**src/aafc_pkg.sv**
```systemverilog
`default_nettype none
package aafc_pkg;

  localparam int NUM_PLANES = 6;
  localparam int COORD_BITS = 16;
  localparam int COEF_BITS = 16;
  localparam int D_SHIFT = 14;
  localparam int CFG_DATA_BITS = 4 * COEF_BITS;
  localparam int CFG_INDEX_BITS = (NUM_PLANES > 1) ? $clog2(NUM_PLANES) : 1;
  localparam int PROD_BITS = COORD_BITS + COEF_BITS;
  localparam int D_TERM_BITS = COEF_BITS + D_SHIFT;
  localparam int SUM_BITS = ((PROD_BITS > D_TERM_BITS) ? PROD_BITS : D_TERM_BITS) + 2;

  typedef struct packed {
    logic        last_box;
    logic signed [COORD_BITS-1:0] max_z;
    logic signed [COORD_BITS-1:0] max_y;
    logic signed [COORD_BITS-1:0] max_x;
    logic signed [COORD_BITS-1:0] min_z;
    logic signed [COORD_BITS-1:0] min_y;
    logic signed [COORD_BITS-1:0] min_x;
  } box_t;

  typedef struct packed {
    logic last_out;
    logic culled;
  } result_t;

  typedef struct packed {
    logic signed [COEF_BITS-1:0] d;
    logic signed [COEF_BITS-1:0] c;
    logic signed [COEF_BITS-1:0] b;
    logic signed [COEF_BITS-1:0] a;
  } plane_t;

  typedef struct packed {
    logic s2;
    logic s3;
  } stage_en_t;

endpackage
`default_nettype wire

```
**src/aafc_plane_eval.sv**
```systemverilog
`default_nettype none
module aafc_plane_eval (
  input  wire logic                clk,
  input  wire aafc_pkg::stage_en_t en,
  input  wire aafc_pkg::box_t      box,
  input  wire aafc_pkg::plane_t    plane,
  output logic                     reject
);
  import aafc_pkg::*;

  logic signed [COORD_BITS-1:0]  sel_x;
  logic signed [COORD_BITS-1:0]  sel_y;
  logic signed [COORD_BITS-1:0]  sel_z;
  logic signed [PROD_BITS-1:0]   prod_x;
  logic signed [PROD_BITS-1:0]   prod_y;
  logic signed [PROD_BITS-1:0]   prod_z;
  logic signed [D_TERM_BITS-1:0] d_term;
  logic signed [SUM_BITS-1:0]    sum;

  // The corner farthest along the normal takes max where the coefficient is not negative.
  assign sel_x = plane.a[COEF_BITS-1] ? box.min_x : box.max_x;
  assign sel_y = plane.b[COEF_BITS-1] ? box.min_y : box.max_y;
  assign sel_z = plane.c[COEF_BITS-1] ? box.min_z : box.max_z;

  always_ff @(posedge clk) begin
    if (en.s2) begin
      prod_x <= PROD_BITS'(plane.a) * PROD_BITS'(sel_x);
      prod_y <= PROD_BITS'(plane.b) * PROD_BITS'(sel_y);
      prod_z <= PROD_BITS'(plane.c) * PROD_BITS'(sel_z);
      d_term <= $signed({plane.d, {D_SHIFT{1'b0}}});
    end
  end

  assign sum = SUM_BITS'(prod_x) + SUM_BITS'(prod_y) + SUM_BITS'(prod_z) + SUM_BITS'(d_term);

  always_ff @(posedge clk) begin
    if (en.s3) begin
      reject <= sum[SUM_BITS-1];
    end
  end

endmodule
`default_nettype wire

```
**config.mk**
```make
export PLATFORM = sky130hd
export DESIGN_NAME = aafc_plane_eval
export DESIGN_NICKNAME = d
export VERILOG_FILES = /design/src/aafc_pkg.sv /design/src/aafc_plane_eval.sv
export SDC_FILE = /design/constraint.sdc
export NUM_CORES = 2
export LEC_CHECK = 0
export BUFFER_PORTS_ARGS = -buffer_cell sky130_fd_sc_hd__clkbuf_2
export CAP_MARGIN = 5
export CORE_MARGIN = 1
export CORE_UTILIZATION = 55
export DETAILED_ROUTE_END_ITERATION = 16
export HOLD_SLACK_MARGIN = 0.1
export PLACE_DENSITY = 0.84
export SLEW_MARGIN = 30
export SYNTH_ARGS = -nofsm -noshare
export SYNTH_HDL_FRONTEND = slang
export SYNTH_SLANG_ARGS = --single-unit
export TNS_END_PERCENT = 10
```
**constraint.sdc**
```tcl
create_clock -name clk -period 19 [get_ports clk]
set_input_delay 1.9 -clock clk [delete_from_list [all_inputs] [get_ports clk]]
set_output_delay 1.9 -clock clk [all_outputs]
set_load 0.05 [all_outputs]
```
# --- Word-level counts from Yosys, hierarchy flattened ---
# Cells that the tools add are included.
op_classes:
  n_addsub: 3
  n_mul: 3
  mux: 3
op_table:
  columns: ["operator", "n"]
  rows:
  - ["$mul A16 B16 Y32", 3]
  - ["$mux W16", 3]
  - ["$add A33 B32 Y34", 1]
  - ["$add A34 B30 Y34", 1]
  - ["$add A32 B32 Y33", 1]
totals:
  register_bits: 113
  output_inout_bits: 1
  wordCells: 14

# --- Longest topological paths before layout ---
logic_depth:
  depth_word: 3
  mapped_depth: 28
  depth_no_buf: 24

# --- Worst setup path after synthesis ---
# OpenSTA, ideal clock, no wires.
synth_timing:
  kind: "input-to-reg"
  start: "input port plane[47] (netlist bit)"
  end: "register prod_z[31], data pin"
  setup_ps: 260
  t_arrival_ps: 8112
  setup_slack_ps: 10628
  cell_stages: 27
  n_path_buf: 4
  path_cell_list: "clkbuf_1 > clkbuf_1 > nand2_1 > inv_1 > a21o_1 > buf_1 > nand2_1 > fa_1 > inv_1 > fa_1 > inv_1 > fa_1 > inv_1 > fa_1 > fa_1 > inv_1 > fa_1 > inv_1 > ha_1 > buf_2 > a21o_1 > o41ai_2 > a31oi_4 > a2111oi_2 > o21ai_1 > a21oi_1 > xnor2_1"
synth_via:
  elab_chain_len: 2
synth_rtl:
  columns: ["item", "line", "source"]
  rows:
  - ["start, declared", "aafc_plane_eval.sv:6", "input wire aafc_pkg::plane_t plane,"]
  - ["$mux W16", "aafc_plane_eval.sv:23", "assign sel_z = plane.c[COEF_BITS-1] ? box.min_z : box.max_z;"]
  - ["$mul A16 B16 Y32 (*)", "aafc_plane_eval.sv:29", "prod_z <= PROD_BITS'(plane.c) * PROD_BITS'(sel_z);"]
  - ["end signal, assigned", "aafc_plane_eval.sv:29", null]
  - ["end, declared", "aafc_plane_eval.sv:16", "logic signed [PROD_BITS-1:0] prod_z;"]
# Every way passes the cells marked *; elsewhere a longest branch is shown, timed or not.
# A chain may end at the register's enable or synchronous reset.

# --- Final worst setup path ---
layout_timing:
  start: "input port plane[31] (netlist bit)"
  end: "register prod_y[31], data pin"
layout_via:
  elab_chain_len: 2
layout_rtl:
  columns: ["item", "line", "source"]
  rows:
  - ["$mux W16", "aafc_plane_eval.sv:22", "assign sel_y = plane.b[COEF_BITS-1] ? box.min_y : box.max_y;"]
  - ["$mul A16 B16 Y32 (*)", "aafc_plane_eval.sv:28", "prod_y <= PROD_BITS'(plane.b) * PROD_BITS'(sel_y);"]
  - ["end signal, assigned", "aafc_plane_eval.sv:28", null]
  - ["end, declared", "aafc_plane_eval.sv:15", "logic signed [PROD_BITS-1:0] prod_y;"]
# Marks and branches as above.

==> flow_metrics.py <==
metrics = {
    "outcome": {
        "status": "complete, no violations",
    },
    "floorplanning": {
        "dieArea_um2": 64900,
        "fp-row-count": 92,
        "start_util_pct": 55.7,
        "fp.dieW_um": 255,
        "die_y_um": 255,
        "core_area_um2": 63100,
        "io_pins": 165,
    },
    "route": {
        "drc": 0,
        "viasPerCell": 5.50,
        "drt_pass1_iterations": 5,
        "ant_nets": 0,
        "drt_iter0_markers": 1776,
        "routedWlPerCell_um": 17.9,
        "vias": 24823,
        "routed_wl_mm": 80.8,
    },
    "min_path": {
        "min_to": "reject",
        "hold_depth": 4,
        "min-delay-start": "d_term[29]",
        "worstHoldPathType": "register to register",
    },
    "sta": {
        "rsz0062_at_grt": "false",
        "max_clock_freq_mhz": 114,
        "finalCriticalPeriod_ns": 8.75,
        "worst_pin_slew_ns": 0.892,
        "setup_viol": 0,
        "setup_tns_ns": 0,
        "fin_hold_ws_ns": 1.19,
        "relSlewSlack_pct": 40.5,
        "skew_ns": 0.0135,
        "final-hold-violation-count": 0,
        "final_max_slew_viol_count": 0,
        "min_period_over_period_pct": 46.0,
    },
    "clock_network": {
        "cts.sinks": 113,
        "numCtsBuffers": 17,
        "clk_latency_ns": 0.44,
        "path_clk_slew_ns": 0.08,
        "postCtsHoldBufs": 0,
        "ctsResizeCount": 0,
        "clock_path_buffers": 2,
        "cts_setup_buffers": 0,
        "cts_tree": "built",
        "htree_levels": 4,
        "cts_root_buffer": "clkbuf_16",
    },
    "global_routing": {
        "grt_pass1_vias": 27443,
        "antenna_found_initial": 3,
        "grt_use_total_pct": 26.5,
        "grt_max_degree": 76,
        "overflow": 0,
        "grt_pass1_wl_mm": 135,
    },
    "setup_path": {
        "worstRegToRegCells": 11,
        "r2r-end": "reject",
        "cp.arrival_ns": 9.00,
        "critPathCaptureType": "register",
        "r2r_start": "prod_y[17]",
        "crit_type": "input pin to register",
        "r2r_setup_slack_ns": 15.20,
        "cp_max_fo": 20,
        "required_ns": 19.25,
        "critPathLaunchType": "input pin",
    },
    "yosys": {
        "async_flop_share_pct": 0,
        "syn_inst": 3562,
        "yosysTopAreaCell": "fa_1",
        "synth.avg_cell_area_um2": 9.86,
        "ys_types": 68,
        "synth_edf_count": 113,
        "yosysSeqAreaShare_pct": 9.66,
        "ys_top_cells_by_area": "fa_1, ha_1, edfxtp_1",
        "ys_ff_latch": 113,
        "synthesis.nets": 4851,
        "synth.cell_area_um2": 35100,
        "yosys_warnings": 0,
        "ys_dominant_reg_cell": "edfxtp_1",
        "synth_top_cell_area_share_pct": 47.7,
    },
    "finish": {
        "syn2layout_area_growth_pct": 6.44,
        "drive_above_1_share_pct": 6.90,
        "num-nets-final": 4944,
        "fillCellCount": 5071,
        "seq_area_um2": 3390,
        "fin_area_um2": 37400,
        "multi_input_comb_area_um2": 28100,
    },
    "placement": {
        "dpl_cell_area_um2": 36700,
        "dp_hpwl_mm": 65.7,
        "gp_congestion": 0.931,
        "portBuffers": 163,
    },
    "flow_run": {
        "max_cap_viol_count": 0,
    },
}
-- cells by family after synthesis --
| kind of cell | after synthesis | share of synthesized area (%) |
|---|---|---|
| flip-flops | 113 | 9.66 |
| AO/OA/AOI/OAI | 280 | 5.27 |
| adder cells (fa/ha/maj) | 1125 | 58.0 |
| multiplexers | 3 | 0.0855 |
| AND/OR/NAND/NOR | 948 | 13.8 |
| buffers and inverters | 983 | 10.5 |
| XOR/XNOR | 110 | 2.74 |
-- critical path: stages --
cell      delay (ns)
clkbuf_2        0.26
inv_1           0.43
a21o_1          0.62
nand2_1         0.18
fa_1            0.56
inv_1           0.05
fa_1            0.52
fa_1            0.57
fa_1            0.42
fa_1            0.50
inv_1           0.05
fa_1            0.48
inv_1           0.04
ha_1            0.36
and4_1          0.36
nand4_1         0.12
nor4b_1         0.61
o31ai_1         0.24
a31oi_1         0.27
o21a_1          0.15
nor2_1          0.04
xnor2_1         0.25
-- worst max-delay path by stage --
stage	from	endpoint	slack [ns]	cells after the start
after floorplan	plane[47]	prod_z[31]	10.63	27
after global placement	plane[47]	prod_z[31]	9.98	23
after detailed placement	plane[47]	prod_z[30]	9.90	23
after CTS	plane[47]	prod_z[31]	10.33	23
after global routing	plane[15]	prod_x[30]	9.97	22
final	plane[31]	prod_y[31]	10.25	22
-- sequential cells by signal (all words and copies together) (netlist names) --
signal / flops
prod_x: 32
prod_z: 32
prod_y: 32
d_term: 16
reject: 1
-- metal layers --
metal	track usage [%]	vias to the layer above	wire length [um]
li1	-	10802	-
met1	33.3	12579	30200
met2	45.1	1146	40400
met3	4.12	296	6150
met4	12.3	0	4070
met5	0	-	0
-- Yosys cell counts (31+ instances only) --
library cell  instances
and2_1              158
a21oi_1              76
a21o_1               56
fa_1                836
nor2_1               84
inv_1               872
ha_1                289
edfxtp_1            113
o21ai_0              50
nand2b_1             31
clkbuf_1            102
nand2_1             359
xnor2_1              86
nor2b_1             229
-- cells in the final DEF, fill, tap and decap left out, types with 3 or more instances in the layout --
master     instances
nor4_1             4
and3_1             6
o21ai_0           49
a21boi_0           6
o22ai_1            3
o211ai_1           8
ha_1             289
o31ai_1            3
inv_6              3
a211oi_1          13
o21a_1            12
nor2_1            84
or2_2             13
a21oi_2            4
diode_2            3
a21oi_1           73
nand2b_1          31
clkbuf_16         17
edfxtp_1         113
clkinv_8           4
xor2_1            24
fa_1             836
a21o_1            56
and2_1           158
a31o_2             4
nor2b_1          229
inv_8              8
xnor2_1           86
nand3_1           23
buf_4             22
o21ai_1            6
nor3_1            15
mux2i_1            3
a31oi_1            6
clkbuf_2         162
inv_1            872
nand4_1            9
o21bai_1          10
nand2_1          359
-- area by class of cell --
class / instances / share of cell area, %
well taps: 846 / 2.83
inverters: 872 / 8.76
clock inverters: 15 / 0.485
flip-flops and latches: 113 / 9.08
multi-input cells: 2466 / 75.0
clock buffers: 17 / 1.14
diodes: 3 / 0.0201
repair buffers: 185 / 2.64
-- through the flow --
stage / std cells / setup WS [ns] / util (%)
after global routing: 4516 / 9.97 / 59.2
after floorplan: 3562 / 10.63 / -
after CTS: 4514 / 10.33 / 59.2
final: 4517 / 10.25 / 59.3
after global placement: 4482 / 9.98 / 58.2
after detailed placement: 4482 / 9.90 / 58.2
Power is left out: the tool's default activity adds up to more than one toggle a clock period on the data nets, which glitch-free logic cannot reach.
