`src/aafc_pkg.sv`:
```
`default_nettype none
package aafc_pkg;

  localparam int NUM_PLANES = 6;
  localparam int COORD_BITS = 16;
  localparam int COEF_BITS = 16;
  localparam int D_SHIFT = 14;
  localparam int CFG_DATA_BITS = 4 * COEF_BITS;
  localparam int CFG_INDEX_BITS = (NUM_PLANES > 1) ? $clog2(NUM_PLANES) : 1;
  localparam int PROD_BITS = COORD_BITS + COEF_BITS;
  localparam int D_TERM_BITS = COEF_BITS + D_SHIFT;
  localparam int SUM_BITS = ((PROD_BITS > D_TERM_BITS) ? PROD_BITS : D_TERM_BITS) + 2;

  typedef struct packed {
    logic        last_box;
    logic signed [COORD_BITS-1:0] max_z;
    logic signed [COORD_BITS-1:0] max_y;
    logic signed [COORD_BITS-1:0] max_x;
    logic signed [COORD_BITS-1:0] min_z;
    logic signed [COORD_BITS-1:0] min_y;
    logic signed [COORD_BITS-1:0] min_x;
  } box_t;

  typedef struct packed {
    logic last_out;
    logic culled;
  } result_t;

  typedef struct packed {
    logic signed [COEF_BITS-1:0] d;
    logic signed [COEF_BITS-1:0] c;
    logic signed [COEF_BITS-1:0] b;
    logic signed [COEF_BITS-1:0] a;
  } plane_t;

  typedef struct packed {
    logic s2;
    logic s3;
  } stage_en_t;

endpackage
`default_nettype wire

```
`src/aafc_plane_regs.sv`:
```
`default_nettype none
module aafc_plane_regs (
  input  wire logic                               clk,
  input  wire logic                               rst,
  input  wire logic                               cfg_wr_en,
  input  wire logic [aafc_pkg::CFG_INDEX_BITS-1:0] cfg_index,
  input  wire logic [aafc_pkg::CFG_DATA_BITS-1:0]  cfg_wdata,
  output aafc_pkg::plane_t [aafc_pkg::NUM_PLANES-1:0] planes
);
  import aafc_pkg::*;

  logic index_ok;

  assign index_ok = {1'b0, cfg_index} < (CFG_INDEX_BITS + 1)'(NUM_PLANES);

  always_ff @(posedge clk) begin
    if (rst) begin
      planes <= '0;
    end else if (cfg_wr_en && index_ok) begin
      planes[cfg_index] <= plane_t'(cfg_wdata);
    end
  end

endmodule
`default_nettype wire

```
`config.mk`:
```
export PLATFORM = sky130hd
export DESIGN_NAME = aafc_plane_regs
export DESIGN_NICKNAME = d
export VERILOG_FILES = /design/src/aafc_pkg.sv /design/src/aafc_plane_regs.sv
export SDC_FILE = /design/constraint.sdc
export NUM_CORES = 1
export LEC_CHECK = 0
export BUFFER_PORTS_ARGS = -buffer_cell sky130_fd_sc_hd__buf_4
export CORE_UTILIZATION = 46
export DETAILED_ROUTE_END_ITERATION = 10
export HOLD_SLACK_MARGIN = 0.05
export PLACE_DENSITY = 0.76
export REMOVE_ABC_BUFFERS = 1
export SLEW_MARGIN = 20
export SYNTH_ARGS = -nofsm -noshare
export SYNTH_HDL_FRONTEND = slang
export SYNTH_SLANG_ARGS = --single-unit
```
`constraint.sdc`:
```
create_clock -name clk -period 1.4 [get_ports clk]
set_clock_uncertainty 0.2 [all_clocks]
set_input_delay 0.14 -clock clk [delete_from_list [all_inputs] [get_ports clk]]
set_output_delay 0.14 -clock clk [all_outputs]
set_load 0.01 [all_outputs]
```
Yosys cells after proc, flatten, opt, wreduce, memory -nomap -nowiden
Cells that the tools add are included.

storage, ports and cells
  register bits after elaboration = 384
  input port bits = 70
  output and inout bits = 384

cells by class
  magnitude comparators = 3
  mux-type cells = 3
  reduce and logical (&&, ||, !) cells = 2

operators with widths
  cell                                                                    count
  384-bit bitwise mux                                                     1
  64-bit demux with 3-bit select                                          1
  64-bit two-way mux                                                      1
  3-bit by 4-bit < comparator with 1-bit output (second input constant)   1
  3-bit by 1-bit >= comparator with 1-bit output (second input constant)  1
  3-bit < comparator (second input constant)                              1
  1-bit logical AND                                                       2

Longest topological paths before layout
Gate-level depths: netlist (run 1).

  depth in word-level cells = 5
  gate-level depth with buffers = 5

Worst setup path after synthesis (run 1)
Ideal clock, no wire load.

  kind = input -> register
  start point = in cfg_index[2] (netlist name)
  end point = reg planes[53] (netlist name)
  arrival = 1.087 ns
  data required time = 1.076 ns
  path slack = -0.011 ns
  stages on the path = 4
  path buffers = 2
  cells stage by stage = or4b_1 -> buf_6 -> buf_6 -> mux2i_1

on the way
  word-level cells in the longest chain between the ends = 5
  elaborated cells between the ends (all ways) = 8
  those cells by class = order compare (3); mux (3); reduce/logical (2)

ends and longest elaborated chain
  what                                                                                                                                          line                   source
  start: declaration                                                                                                                            aafc_plane_regs.sv:6   input wire logic [aafc_pkg::CFG_INDEX_BITS-1:0] cfg_index,
  3-bit by 4-bit < comparator with 1-bit output (not written as such) / 3-bit by 1-bit >= comparator with 1-bit output (equally long branches)  aafc_plane_regs.sv:20  planes[cfg_index] <= plane_t'(cfg_wdata);
  1-bit logical AND (not written as such)                                                                                                       aafc_plane_regs.sv:20
  64-bit two-way mux (not written as such)                                                                                                      aafc_plane_regs.sv:20
  64-bit demux with 3-bit select                                                                                                                aafc_plane_regs.sv:20
  384-bit bitwise mux                                                                                                                           aafc_plane_regs.sv:20
  end signal: indexed assignment                                                                                                                aafc_plane_regs.sv:20
  end: declaration                                                                                                                              aafc_plane_regs.sv:8   output aafc_pkg::plane_t [aafc_pkg::NUM_PLANES-1:0] planes

Parallel ways exist; a longest one is shown, timed or not.
A chain may end at the register's enable or synchronous reset.

Worst setup path in the final report (run 1)
  start point = reg planes[258] (netlist name)
  end point = out planes[258] (netlist name)

No word-level cell between the ends.

==> results of run 1 <==
-- metal layers --
layer,wire length (um),up-vias,GRT usage [%]
li1,-,5466,-
met5,6,-,0
met2,20100,377,43.0
met3,3290,92,7.42
met1,17900,5446,30.4
met4,1700,2,9.83
-- worst max-delay path by stage --
stage	start	endpoint	slack [ps]	cells past startpoint
final	planes[258]	planes[258]	30	1
after global routing	planes[299]	planes[299]	0.7	3
after CTS	planes[46]	planes[46]	9	1
after detailed placement	cfg_index[1]	planes[355]	-150	6
after global placement	cfg_index[1]	planes[335]	-130	6
after floorplan	cfg_index[0]	planes[0]	-6350	2
-- power by group through the flow --
stage | Combinational [W] | Sequential, W | Clock (W)
detailed placement | 0.00194 | 0.0115 | 0
global placement | 0.00192 | 0.0115 | 0
floorplan | 0.000806 | 0.0116 | 0
finish | 0.00213 | 0.0113 | 0.0104
CTS | 0.00213 | 0.0113 | 0.0106
global route | 0.00226 | 0.0113 | 0.0111
-- layout make-up --
cell class                 instances  area share [%]
multi-input combinational        840            31.7
tap                              402            2.35
clock buffer                      61            5.57
timing repair buffer             616            23.9
sequential                       384            36.0
clock inverter                     9           0.445
-- kinds of logic after synthesis --
logic type | after synthesis | synth area share, %
AND/OR/NAND/NOR | 456 | 19.4
multiplexers | 384 | 25.9
flip-flops | 384 | 51.8
buffers and inverters | 92 | 2.85
-- through the flow --
step / setup WS [ps] / instances / power [W]
after floorplan: -6350 / 1224 / 0.0124
after global placement: -131 / 2157 / 0.0135
after detailed placement: -147 / 2157 / 0.0135
final: 27.5 / 2312 / 0.0239
after CTS: 8.64 / 2313 / 0.0240
after global routing: 0.747 / 2312 / 0.0246
-- synthesized netlist by cell type --
cell,n
sky130_fd_sc_hd__buf_2,35
sky130_fd_sc_hd__dfxtp_1,384
sky130_fd_sc_hd__mux2i_1,384
sky130_fd_sc_hd__nand4bb_1,3
sky130_fd_sc_hd__buf_4,5
sky130_fd_sc_hd__nand2b_1,448
sky130_fd_sc_hd__nand4b_1,2
sky130_fd_sc_hd__buf_6,2
sky130_fd_sc_hd__or4b_1,1
sky130_fd_sc_hd__clkbuf_1,50
sky130_fd_sc_hd__nor4b_1,1
sky130_fd_sc_hd__and4bb_2,1
-- cells in the final DEF (no fill, tap or decap), drive strengths merged --
cell          netlist  layout
or4b                1       1
dlygate4sd3         0      83
nand4bb             3       3
nor4b               1       1
and4bb              1       1
nand4b              2       2
nand2b            448     448
mux2i             384     384
dlymetal6s4s        0       2
dfxtp             384     384
bufinv              0       2
clkinv              0       7
clkbuf             50      62
buf                42     530
-- worst reg2reg max path, cell delays in order (launching register included) --
cell and delay (ps):
sky130_fd_sc_hd__dfxtp_2 320, sky130_fd_sc_hd__nand2b_1 50, sky130_fd_sc_hd__dlygate4sd3_1 560, sky130_fd_sc_hd__mux2i_1 120
-- what timing repair did --
action / 4_1_cts / 5_1_grt
setup endpoints to repair: 5 / 29
hold endpoints to repair: 384 / 10
resized for setup: 5 / 9
==> summary.md, run 1 <==
| Metric | Value |
|---|---|
| Required time reported for the critical path endpoint | 1060 ps |
| VDD IR max | 1.03 mV |
| Via count of the first global-routing pass | 11600 |
| Number of flip-flops under the largest register name | 384 |
| Layout Utilization | 67.6% |
| Core region area | 0.0316 mm^2 |
| Maximum Capacitance Violations | 0 |
| Synth Register Bits | 384 |
| Slowest Stage Delay on Critical Path | 380 ps |
| Standard-cell row count | 65 |
| Number of warning messages in the yosys log | 0 |
| Initial antenna violation count | 0 |
| Total global-route track usage | 25.4% |
| Min-Delay Startpoint | cfg_index[1] |
| Fraction of post-synthesis cell area in the top cell type by area | 51.8% |
| Clock power frac | 43.7% |
| Switching part of the total | 22.4% |
| Number of antenna repair diodes | 0 |
| Kind of critical path | reg -> out |
| Routability Congestion | 0.808 |
| Effective utilization at floorplan | 46.9% |
| Area post-placement | 0.0192 mm^2 |
| Inserted Clock Buffers | 39 |
| DRC violation count after routing | 0 |
| Cell taking the most area after synthesis | sky130_fd_sc_hd__dfxtp_1 |
| Reg-to-reg critical path endpoint | planes[299] |
| Setup tns final | 0 ps |
| Number of cells on the worst hold path | 4 |
| Share of final-layout standard cells stronger than drive strength 1 | 31.8% |
| Worst EP arrival | 1030 ps |
| Die area | 0.0330 mm^2 |
| Highest-delay cell along the critical path | sky130_fd_sc_hd__dfxtp_2 |
| HPWL after detailed placement | 28900 um |
| Area taken by multi-input logic gates | 0.00678 mm^2 |
| Part of the Yosys area used for sequential elements | 51.8% |
| Via Count | 11400 |
| Synthesized area | 0.0148 mm^2 |
| Pleak | 10.9 nW |
| Logic pwr share | 8.9% |
| Routed wirelength normalized by instance count | 18.6 um |
| Tightest Hold Check Type | in -> reg |
| CTS tree | done |
| # fillers | 2386 |
| Number of nets with antenna violations after detailed routing | 0 |
| Post-route worst hold slack | 14.9 ps |
| Buffers inserted during post-CTS setup optimization | 0 |
| Cell area after layout | 0.0214 mm^2 |
| Crit-path cells | buf_4 |
| FF-to-FF Start | planes[299] |
| Final net count | 1951 |
| Cell Int Power | 0.0185 W |
| Library cell used as clock root buffer | sky130_fd_sc_hd__clkbuf_16 |
| Maximum number of buffers from clock root to sink | 3 |
| Layout-stage area growth over the synthesis result | 44.1% |
| Largest net degree at the start of global routing | 60 |
| Top reg by flops | planes |
| Die Span Y | 182 um |
| Worst-case hold path end point | planes[50] |
| # setup viols final | 0 |
| Overall overflow remaining after global route | 0 |
| Count of routing violations after the opening detailed-route iteration | 391 |
| Setup slack on the worst flop-to-flop path | 60 ps |
| Hold Buf Count CTS | 86 |
| Area used by sequential logic in the layout | 0.00770 mm^2 |
| Shortest period the worst path allows | 1370 ps |
| R2r worst-path depth | 3 |
| Global-route wire length before repair | 66100 um |
| Switching power | 0.00534 W |
| Max-slew headroom | 69.5% |
| Endpoint class of the critical path | output port |
| Slew of the pin with the lowest slew margin | 458 ps |
| Registers with the highest flip-flop counts | planes: 384 flops |
| Total Wirelength | 43000 um |
| Width of the die | 182 um |
| Seq pwr share | 47.4% |
| Kind of start point of the critical path | flip-flop |
| Result of the run | finished, final reports clean |
| Via-per-instance ratio | 4.92 |
| First-pass iteration count of the detailed router | 4 |
| Max Clk Rate | 729 MHz |
| Final Cycle Share | 98.0% |
| Cell types occupying the most area after synthesis | sky130_fd_sc_hd__dfxtp_1 (52%), sky130_fd_sc_hd__mux2i_1 (26%), sky130_fd_sc_hd__nand2b_1 (19%) |
| Synthesized area divided by synthesized cell count | 11.3 um^2 |
| CTS clock-pin slew for the worst setup and hold paths | 60 ps |
| Number of top-level pins | 454 |
| Gate family responsible for the most delay along the worst path | flip-flops |
| Final max-slew violation count | 0 |
| Total power divided by cell area | 1120 mW/mm^2 |
| RSZ-0062 raised after global routing | no |
| Number of instances in the synthesized netlist | 1316 |
| Worst-skew pair later-pin latency | 510 ps |
| Clock sink total | 384 |
| CTS HTree Levels | 2 |
| Final Hold Fails | 0 |
| Number of unique standard cell types used by synthesis | 12 |
| Sum of buffers and inverters on the critical path | 1 |
| Crit path max fanout | 2 |
| Port Buf Inserts | 453 |
Power figures use the tool's default switching activity.
==> run 2: changes to the inputs <==
==> constraint.sdc (replaced) <==
create_clock -name clk -period 1.4 [get_ports clk]
set_clock_uncertainty 0.2 [all_clocks]
set_input_delay 0.07 -clock clk [delete_from_list [all_inputs] [get_ports clk]]
set_output_delay 0.07 -clock clk [all_outputs]
set_load 0.01 [all_outputs]
==> run 2 against run 1 <==
  * The run now ends with hold timing left
  * Maximum frequency is 1.4% lower
  * Die area stayed put
  * Non-clock buffer count is 41 higher
  * Wire length is 4.1% higher
==> summary.md, run 2 (synthesis results as in run 1) <==
| Metric | Value |
|---|---|
| Result of the run | complete, but fails checks |
| Violations in the final reports | hold timing |
| Max Clk Rate | 719 MHz |
| Total power divided by cell area | 1100 mW/mm^2 |
| CTS clock-pin slew for the worst setup and hold paths | 60 ps |
| Slowest Stage Delay on Critical Path | 550 ps |
| Maximum number of buffers from clock root to sink | 3 |
| # fillers | 2324 |
| Via Count | 11700 |
| Routability Congestion | 0.802 |
| Pleak | 11.2 nW |
| Worst EP arrival | 1600 ps |
| Library cell used as clock root buffer | sky130_fd_sc_hd__clkbuf_16 |
| Standard-cell row count | 65 |
| Cell Int Power | 0.0187 W |
| HPWL after detailed placement | 29400 um |
| Area used by sequential logic in the layout | 0.00770 mm^2 |
| Registers with the highest flip-flop counts | planes: 384 flops |
| Highest-delay cell along the critical path | sky130_fd_sc_hd__dlygate4sd3_1 |
| Number of antenna repair diodes | 0 |
| Die area | 0.0330 mm^2 |
| Top reg by flops | planes |
| Tightest Hold Check Type | in -> reg |
| Via-per-instance ratio | 4.95 |
| Overall overflow remaining after global route | 0 |
| Final Cycle Share | 99.4% |
| Final Hold Fails | 9 |
| First-pass iteration count of the detailed router | 4 |
| Post-layout instance count excluding filler cells | 2355 |
| Gate family responsible for the most delay along the worst path | buffers and inverters |
| Width of the die | 182 um |
| Maximum Capacitance Violations | 0 |
| Slew of the pin with the lowest slew margin | 645 ps |
| Logic pwr share | 9.2% |
| Switching part of the total | 22.6% |
| Area post-placement | 0.0192 mm^2 |
| Initial antenna violation count | 0 |
| CTS tree | done |
| Minimum setup slack in the final design | 8.33 ps |
| Number of nets with antenna violations after detailed routing | 0 |
| Endpoint class of the critical path | flip-flop |
| Crit path max fanout | 6 |
| Required time reported for the critical path endpoint | 1610 ps |
| Setup slack after placement | -112 ps |
| CTS HTree Levels | 2 |
| Die Span Y | 182 um |
| DRC violation count after routing | 0 |
| Shortest period the worst path allows | 1390 ps |
| Final max-slew violation count | 0 |
| Core region area | 0.0316 mm^2 |
| Post-route worst hold slack | -20.9 ps |
| RSZ-0062 raised after global routing | yes |
| Most common library cell in the layout ignoring fill and taps | sky130_fd_sc_hd__buf_4 |
| VDD IR max | 0.869 mV |
| Area taken by multi-input logic gates | 0.00688 mm^2 |
| Crit-path cells | dlygate4sd3_1 -> buf_4 -> nand2b_1 -> buf_4 -> mux2i_1 -> dlygate4sd3_1 |
| Total Wirelength | 44700 um |
| Count of routing violations after the opening detailed-route iteration | 500 |
| Sum of buffers and inverters on the critical path | 4 |
| Port Buf Inserts | 453 |
| Via count of the first global-routing pass | 12000 |
| Switching power | 0.00547 W |
| Clock sink total | 384 |
| Inserted Clock Buffers | 40 |
| Routed wirelength normalized by instance count | 19.0 um |
| Max-slew headroom | 57.0% |
| Largest net degree at the start of global routing | 51 |
| Global-route wire length before repair | 68100 um |
| Total global-route track usage | 26.2% |
| Final net count | 1993 |
| Share of final-layout standard cells stronger than drive strength 1 | 32.9% |
| Cell count after placement | 2153 |
| Highest-count cells in the layout ignoring fill and taps | sky130_fd_sc_hd__buf_4 (504), sky130_fd_sc_hd__nand2b_1 (415), sky130_fd_sc_hd__mux2i_1 (383) |
| Kind of critical path | in -> reg |
| Seq pwr share | 46.8% |
| Layout Utilization | 69.5% |
| Worst-skew pair later-pin latency | 520 ps |
| Layout-stage area growth over the synthesis result | 48.2% |
| Clock power frac | 44.0% |
| Number of flip-flops under the largest register name | 384 |
| Cell area after layout | 0.0220 mm^2 |
| Kind of start point of the critical path | input pin |
| Effective utilization at floorplan | 46.9% |
| Number of top-level pins | 454 |
| # setup viols final | 0 |
==> run 2: final timing paths <==
| check | slack [ps] | cells after the start | startpoint | end |
|---|---|---|---|---|
| max | 8 | 6 | cfg_wdata[61] | planes[125] |
| min | -20 | 4 | cfg_index[1] | planes[52] |
| max reg2reg | 30 | 3 | planes[110] | planes[110] |
| min reg2reg | 270 | 2 | planes[22] | planes[22] |
==> run 2: stage by stage <==
| stage | power [W] | setup TNS (ps) |
|---|---|---|
| floorplan | 0.0124 | -956130 |
| global placement | 0.0135 | -6630 |
| detailed placement | 0.0135 | -7050 |
| CTS | 0.0243 | 0 |
| global route | 0.0250 | -18.6 |
| finish | 0.0242 | 0 |
==> run 2: timing repair <==
| action | 4_1_cts | 5_1_grt |
|---|---|---|
| setup endpoints to repair | 0 | 87 |
| hold endpoints to repair | 384 | 47 |
| gates resized for setup | 0 | 53 |
| buffers inserted | 0 | 6 |
| hold buffers | 127 | 1 |
==> run 2: cell type report <==
cell class	count	area share, %
Clock inverter	11	0.523
Multi-Input combinational cell	840	31.3
Timing Repair Buffer	657	25.5
Tap cell	402	2.29
Clock buffer	61	5.46
Sequential cell	384	35.0
==> run 2: per-layer routing <==
metal	vias up	share of wire [%]	track usage (%)
met2	436	46	43.6
met1	5549	41	31.2
met5	-	0.16	0
li1	5558	-	-
met3	106	8.0	8.12
met4	2	4.4	11.3
==> run 2: power groups by stage <==
stage               sequential, W  clock [W]  combinational, W
floorplan                  0.0116          0          0.000806
global placement           0.0115          0           0.00192
detailed placement         0.0115          0           0.00194
CTS                        0.0113     0.0108           0.00216
global route               0.0113     0.0113           0.00235
finish                     0.0113     0.0106           0.00222
==> run 2: worst reg2reg max path, delay by kind of cell, from the launching register on <==
family,cells,cell delay [ps]
buf+inv,1,570
flops,1,340
mux,1,140
simple gates,1,60
